`src/design/hta_pkg.sv`:
```
package hta_pkg;

    // operation codes (stream tuser on the slave side)
    localparam logic [1:0] MODE_LOOKUP   = 2'd0;
    localparam logic [1:0] MODE_UPDATE   = 2'd1;
    localparam logic [1:0] MODE_ALLOCATE = 2'd2;

    // result status codes (stream tuser on the master side)
    localparam logic [1:0] ST_OK        = 2'd0;
    localparam logic [1:0] ST_NOT_FOUND = 2'd1;
    localparam logic [1:0] ST_FULL      = 2'd2;

    localparam int WORD_W = 32;

    // what every cell of the row does in a cycle
    localparam logic [1:0] OP_HOLD  = 2'd0;
    localparam logic [1:0] OP_ROT   = 2'd1;
    localparam logic [1:0] OP_SORT  = 2'd2;
    localparam logic [1:0] OP_WRITE = 2'd3;

    typedef struct packed {
        logic [1:0] op;
        logic       phase;   // odd-even pairing phase during OP_SORT
    } cell_ctrl_t;

endpackage

```
`src/design/hta_cell.sv`:
```
// One table slot. Rotates toward cell 0, takes part in an odd-even exchange
// that moves free slots (zero data) toward the end, or loads the append word.
module hta_cell #(
    parameter int IDX     = 0,
    parameter int CNT_W   = 7,
    parameter bit IS_LAST = 1'b0
) (
    input  logic                      aclk,
    input  hta_pkg::cell_ctrl_t       ctrl,
    input  logic [CNT_W-1:0]          fill,
    input  logic [hta_pkg::WORD_W-1:0] left_handle,
    input  logic [hta_pkg::WORD_W-1:0] left_data,
    input  logic [hta_pkg::WORD_W-1:0] right_handle,
    input  logic [hta_pkg::WORD_W-1:0] right_data,
    input  logic [hta_pkg::WORD_W-1:0] wr_handle,
    input  logic [hta_pkg::WORD_W-1:0] wr_data,
    output logic [hta_pkg::WORD_W-1:0] handle,
    output logic [hta_pkg::WORD_W-1:0] data
);

    localparam bit               IS_FIRST = (IDX == 0);
    localparam bit               ODD      = (IDX % 2) == 1;
    localparam logic [CNT_W-1:0] MY_POS   = CNT_W'(IDX);

    logic [hta_pkg::WORD_W-1:0] handle_reg, handle_next;
    logic [hta_pkg::WORD_W-1:0] data_reg, data_next;

    always_comb begin
        handle_next = handle_reg;
        data_next   = data_reg;
        case (ctrl.op)
            hta_pkg::OP_ROT: begin
                handle_next = right_handle;
                data_next   = right_data;
            end
            hta_pkg::OP_SORT: begin
                if (ODD == ctrl.phase) begin
                    // left member of the pair
                    if (!IS_LAST && data_reg == '0 && right_data != '0) begin
                        handle_next = right_handle;
                        data_next   = right_data;
                    end
                end else begin
                    // right member of the pair
                    if (!IS_FIRST && left_data == '0 && data_reg != '0) begin
                        handle_next = left_handle;
                        data_next   = left_data;
                    end
                end
            end
            hta_pkg::OP_WRITE: begin
                if (fill == MY_POS) begin
                    handle_next = wr_handle;
                    data_next   = wr_data;
                end
            end
            default: begin
            end
        endcase
    end

    always_ff @(posedge aclk) begin
        handle_reg <= handle_next;
        data_reg   <= data_next;
    end

    assign handle = handle_reg;
    assign data   = data_reg;

endmodule

```
`config.mk`:
```
export PLATFORM = sky130hd
export DESIGN_NAME = hta_cell
export DESIGN_NICKNAME = d
export VERILOG_FILES = /design/src/design/hta_pkg.sv /design/src/design/hta_cell.sv
export SDC_FILE = /design/constraint.sdc
export NUM_CORES = 1
export LEC_CHECK = 0
export ABC_AREA = 1
export BUFFER_PORTS_ARGS = -buffer_cell sky130_fd_sc_hd__buf_2
export CAP_MARGIN = 20
export CORE_MARGIN = 3
export CORE_UTILIZATION = 25
export DETAILED_ROUTE_END_ITERATION = 8
export SLEW_MARGIN = 20
export SYNTH_ARGS = -nofsm -noshare
export SYNTH_HDL_FRONTEND = slang
export SYNTH_SLANG_ARGS = --single-unit
```
`constraint.sdc`:
```
create_clock -name aclk -period 5.9 [get_ports aclk]
set_input_delay 0.295 -clock aclk [delete_from_list [all_inputs] [get_ports aclk]]
set_output_delay 0.295 -clock aclk [all_outputs]
set_load 0.005 [all_outputs]
```
==> results.yml, run 1 <==
clocking:
  htree_num_levels: 3
  hold_buffers: 0
  clk_latency_ns: 0.33
  tritoncts: "built"
  cts_resized: 0
  numCtsBuffers: 9
  root_buffer: "clkbuf_16"
  clk_pin_slew_ns: 0.05
  cts_max_path_buffers: 2
  post_cts_buffers: 0
  cts_sinks: 64
flow_run:
  max-cap-violations: 0
worst_setup_path:
  worstReg2RegStart: "data[31]$_DFFE_PP_"
  slowest_delay_ns: 0.65
  r2r-end: "handle[12]$_DFFE_PP_"
  critPathTopFamily: "buffers and inverters"
  crit_buf_inv: 1
  worstPathArrival_ns: 2.03
  cp-end-kind: "flop"
  crit_required_ns: 5.85
  reg2regPathDepth: 8
  path_cells: "nor2_1 -> nand2_1 -> nor2_1 -> nand3_1 -> nor2_1 -> nand2_1 -> nand2_2 -> buf_4"
  crit_path_start: "data[31]$_DFFE_PP_"
  cp.depth: 8
  crit_path_frequent_cell: "nor2_1"
  r2r_slack_ns: 3.82
  cp_slowest_cell: "buf_4"
  cp_max_fo: 64
  path_class: "flop to flop"
  crit_end: "handle[12]$_DFFE_PP_"
  cp-start-kind: "flop"
power:
  powerDensity_nw_per_um2: 267.1
  seq_power_share_pct: 47.3
  p_switching_mw: 0.2588
  p_total_mw: 1.173
  p_int_mw: 0.9144
  vdd_ir_drop_max_uv: 166.1
  p_comb_share_pct: 13.2
  p_leak_nw: 1.919
  power.share.clock_pct: 39.5
  swShare_pct: 22.06
cells_and_area:
  n_fill_cell: 1180
  syn_to_final_growth_pct: 45.58
  multi_input_area_um2: 1007
  drive_above_1_share_pct: 68.28
  seq_area_um2: 1922
  n_antenna_cell: 0
  layout.cells.non_filler: 556
  finish.net_count: 611
routing:
  detail-route-antenna-nets: 0
  drt-initial-drc-count: 36
  drc: 0
  avgRoutedWirePerCell_um: 14.19
  vias: 2355
  drt-vias-per-instance: 4.236
  routed_wl_um: 7889
  first_pass_iters: 4
yosys:
  ys_ff_latch: 64
  ys_types: 13
  synth_cells: 200
  syn_area_per_cell_um2: 15.08
  yosys_warnings: 0
  netlist_area_um2: 3017
  synth.net_count: 403
  synth.yosys.seq_area_share_pct: 63.71
timing:
  setup-tns-final_ns: 0
  finClkSkew_ns: 0.008872
  period_share_pct: 35.22
  maxSlewViolCount: 0
  post-route-min-period_ns: 2.078
  setup_violations: 0
  slew_headroom_pct: 43.07
  worstMarginPinSlew_ns: 0.8540
  hold_viol: 0
  whs_ns: 0.2667
  fmax_mhz: 481.3
  rsz0062_at_grt: "false"
grt:
  track_usage_pct: 11.17
  antenna_found_initial: 0
  grt_pass1_wl_um: 11180
  grt_max_degree: 65
  grt_pass1_vias: 2270
  global_route.overflow_total: 0
outcome:
  outcome: "complete, no violations"
floorplanning:
  rows: 39
  ios: 267
  start_util_pct: 25.98
  core_area_um2: 11610
  die_y_um: 115.8
  die_w_um: 115.8
  dieArea_um2: 13420
place:
  placed_cells: 540
  io_buffers: 202
  gp_congestion: 0.7383
  dp_hpwl_um: 6094
hold_path:
  hold_path.class: "input pin to flop"
[logic make-up (layout without fill, tap and decap cells)]
family / after synthesis / in the layout / share of synthesized area [%]
mux: 64 / 64 / 24.51
flops: 64 / 64 / 63.71
compound gates: 1 / 1 / 0.1657
buf+inv: 8 / 221 / 2.986
simple gates: 63 / 63 / 8.627
[layer usage]
layer,share of wire (%),global-route usage (%),up-vias,wire length (um)
li1,-,-,1156,-
met1,39,12.37,1075,3095
met2,50,18.57,114,3963
met3,9.1,5.170,10,714
met4,1.5,4.640,0,116
met5,0,0,-,0
[power by group through the flow]
stage	Clock [mW]	Combinational, mW	Sequential [mW]
after floorplan	0	0.0631	0.570
after global placement	0	0.155	0.563
after detailed placement	0	0.158	0.565
after CTS	0.482	0.159	0.556
after global routing	0.501	0.171	0.559
final	0.463	0.155	0.555
[stage by stage]
stage	util (%)	setup slack [ns]	instance area (um2)
after floorplan	-	3.270	3017
after global placement	35.60	3.810	4134
after detailed placement	35.60	3.759	4134
after CTS	37.82	3.748	4392
after global routing	37.82	3.618	4392
final	37.82	3.822	4392
[Yosys cell counts]
master	instances	area (um2)
edfxtp_1	64	1922
nand3_1	2	10.01
or2_2	1	6.260
mux2_4	5	75.07
nor3_1	1	5.000
nand2_1	13	48.80
nand2_4	1	11.26
o21ai_0	1	5.000
inv_1	2	7.510
nor2_1	41	153.9
nand4_1	4	25.02
mux2_2	59	664.4
clkbuf_8	6	82.58
[final cells by class]
cell class,instances,area share (%)
Clock buffer,12,5.385
Sequential cell,64,43.76
Timing Repair Buffer,203,23.19
Tap cell,143,4.074
Multi-Input combinational cell,128,22.93
Clock inverter,4,0.4843
Inverter,2,0.1709
[worst min-delay path by stage]
stage                     depth (start not counted)                    to        startpoint
final                                             2  handle[29]$_DFFE_PP_  right_handle[29]
after global routing                              2    data[21]$_DFFE_PP_       wr_data[21]
after CTS                                         2     data[5]$_DFFE_PP_        wr_data[5]
after global placement                            2   handle[2]$_DFFE_PP_   right_handle[2]
after floorplan                                   1     data[2]$_DFFE_PP_     right_data[2]
after detailed placement                          2     data[5]$_DFFE_PP_        wr_data[5]
[cell usage in the layout, fill, tap and decap left out]
master      count
buf_2         202
edfxtp_1       64
mux2_2         59
nor2_1         41
nand2_1        12
clkbuf_16       9
mux2_4          5
nand4_1         4
clkbuf_1        3
inv_1           2
nand3_1         2
clkinv_2        2
nand2_4         1
or2_2           1
nor3_1          1
o21ai_0         1
nand2_2         1
clkinvlp_4      1
clkinv_1        1
buf_4           1
(Power assumes the default switching activity.)
==> run 2: changes to the inputs <==
Clock period 5.9 ns to 2.1 ns, I/O delays scaled along.
==> run 2 against run 1 <==
  * Combinational power rose to 2.9 times the previous value
  * Highest routed layer unchanged
  * Clock skew down 0.0049 ns
  * Utilization up 0.27 points
  * Register-to-register slack worse by 3.5 ns
  * Critical endpoint unchanged
  * Routed wire length up 4.8%
  * Final cell count up 0.18%
  * Setup slack worse by 3.5 ns
  * Largest cell class unchanged
  * Critical path type unchanged
  * Critical path depth unchanged
==> results.yml, run 2 (synthesis gave the netlist of run 1 again) <==
outcome:
  outcome: "complete, no violations"
timing:
  post-route-min-period_ns: 1.742
  whs_ns: 0.07897
  hold_viol: 0
  setup-tns-final_ns: 0
  timing.final.ws_setup_ns: 0.3578
  setup_violations: 0
  period_share_pct: 82.96
  finClkSkew_ns: 0.004019
  slew_headroom_pct: 76.02
  maxSlewViolCount: 0
  fmax_mhz: 574.0
  worstMarginPinSlew_ns: 0.3597
  rsz0062_at_grt: "false"
cells_and_area:
  final_util_pct: 38.08
  drive_above_1_share_pct: 68.12
  final_common_cell: "buf_2"
  syn_to_final_growth_pct: 46.62
  post-route-cell-area_um2: 4423
  n_fill_cell: 1171
  layout.cells.non_filler: 557
  finish.net_count: 612
  layout_common_cells: "202 x buf_2, 64 x edfxtp_1, 59 x mux2_2"
  n_antenna_cell: 0
routing:
  drt-initial-drc-count: 117
  detail-route-antenna-nets: 0
  routed_wl_um: 8267
  dr_wl_met3_um: 707
  drt-vias-per-instance: 4.257
  first_pass_iters: 4
  avgRoutedWirePerCell_um: 14.84
  vias: 2371
  dr_wl_met2_um: 4298
  highest_layer: "met4"
  drc: 0
  wl_met1_um: 3125
worst_setup_path:
  path_class: "flop to flop"
  crit_required_ns: 2.09
  worstPathArrival_ns: 1.73
  cp_max_fo: 64
  crit_path_start: "data[21]$_DFFE_PP_"
  cp-start-kind: "flop"
  cp-end-kind: "flop"
  worstReg2RegStart: "data[21]$_DFFE_PP_"
power:
  vdd_ir_drop_max_uv: 398.4
  powerDensity_nw_per_um2: 745.1
  p_leak_nw: 1.931
  p_total_mw: 3.295
floorplanning:
  ios: 267
  start_util_pct: 25.98
  die_w_um: 115.8
  rows: 39
  dieArea_um2: 13420
  die_y_um: 115.8
  core_area_um2: 11610
place:
  pre_cts_ws_ns: 0.3427
  gp_congestion: 0.6788
  placed_cells: 541
  io_buffers: 202
  dp_hpwl_um: 6410
  dpl-instance-area_um2: 4167
grt:
  global_route.overflow_total: 0
  grt_pass1_wl_um: 12030
  track_usage_pct: 12.00
  grt_max_degree: 65
  grt_pass1_vias: 2398
  antenna_found_initial: 0
hold_path:
  hold_start: "wr_handle[23]"
  hold_path.class: "input pin to flop"
flow_run:
  max-cap-violations: 0
clocking:
  tritoncts: "built"
  cts_sinks: 64
  clk_latency_ns: 0.32
  cts_max_path_buffers: 2
  cts_resized: 0
  root_buffer: "clkbuf_16"
  hold_buffers: 0
  numCtsBuffers: 9
  post_cts_buffers: 0
  htree_num_levels: 3
  clk_pin_slew_ns: 0.05
run 2: cell types whose count changed in the layout (fill, tap and decap cells not counted):
cell      previous run  this run
buf_12               0         2
buf_4                1         0
clkinv_1             1         3
clkbuf_1             3         2
clkinv_2             2         1
run 2: layer usage:
layer | GRT usage [%] | up-vias
li1 | - | 1162
met1 | 13.20 | 1089
met2 | 20.37 | 110
met3 | 4.386 | 10
met4 | 6.032 | 0
met5 | 0 | -
run 2: worst paths after layout:
| check | slack, ns | cells past startpoint | endpoint |
|---|---|---|---|
| setup / recovery | 0.36 | 8 | handle[12]$_DFFE_PP_ |
| hold / removal | 0.08 | 2 | handle[23]$_DFFE_PP_ |
| setup reg to reg | 0.36 | 8 | handle[12]$_DFFE_PP_ |
| hold reg to reg | 1.10 | 6 | data[22]$_DFFE_PP_ |
run 2: layout make-up:
type / count / area [um2] / area share (%)
flip-flops and latches: 64 / 1922 / 43.45
repair buffers: 204 / 1051 / 23.76
clock inverters: 5 / 23.77 / 0.5375
well taps: 143 / 178.9 / 4.045
clock buffers: 11 / 232.7 / 5.262
multi-input cells: 128 / 1007 / 22.77
inverters: 2 / 7.507 / 0.1697
run 2: worst max-delay path: stages, from the launching register on:
cell and delay [ns]:
edfxtp_1 0.38, nor2_1 0.13, nand2_1 0.08, nor2_1 0.14, nand3_1 0.09, nor2_1 0.09, nand2_1 0.07, nand2_2 0.07
buf_12 0.32
run 2: report_power, final:
| group | internal [mW] | switching (mW) |
|---|---|---|
| combinational | 0.258 | 0.186 |
| clock | 0.783 | 0.510 |
| sequential | 1.53 | 0.0319 |
| total | 2.57 | 0.728 |
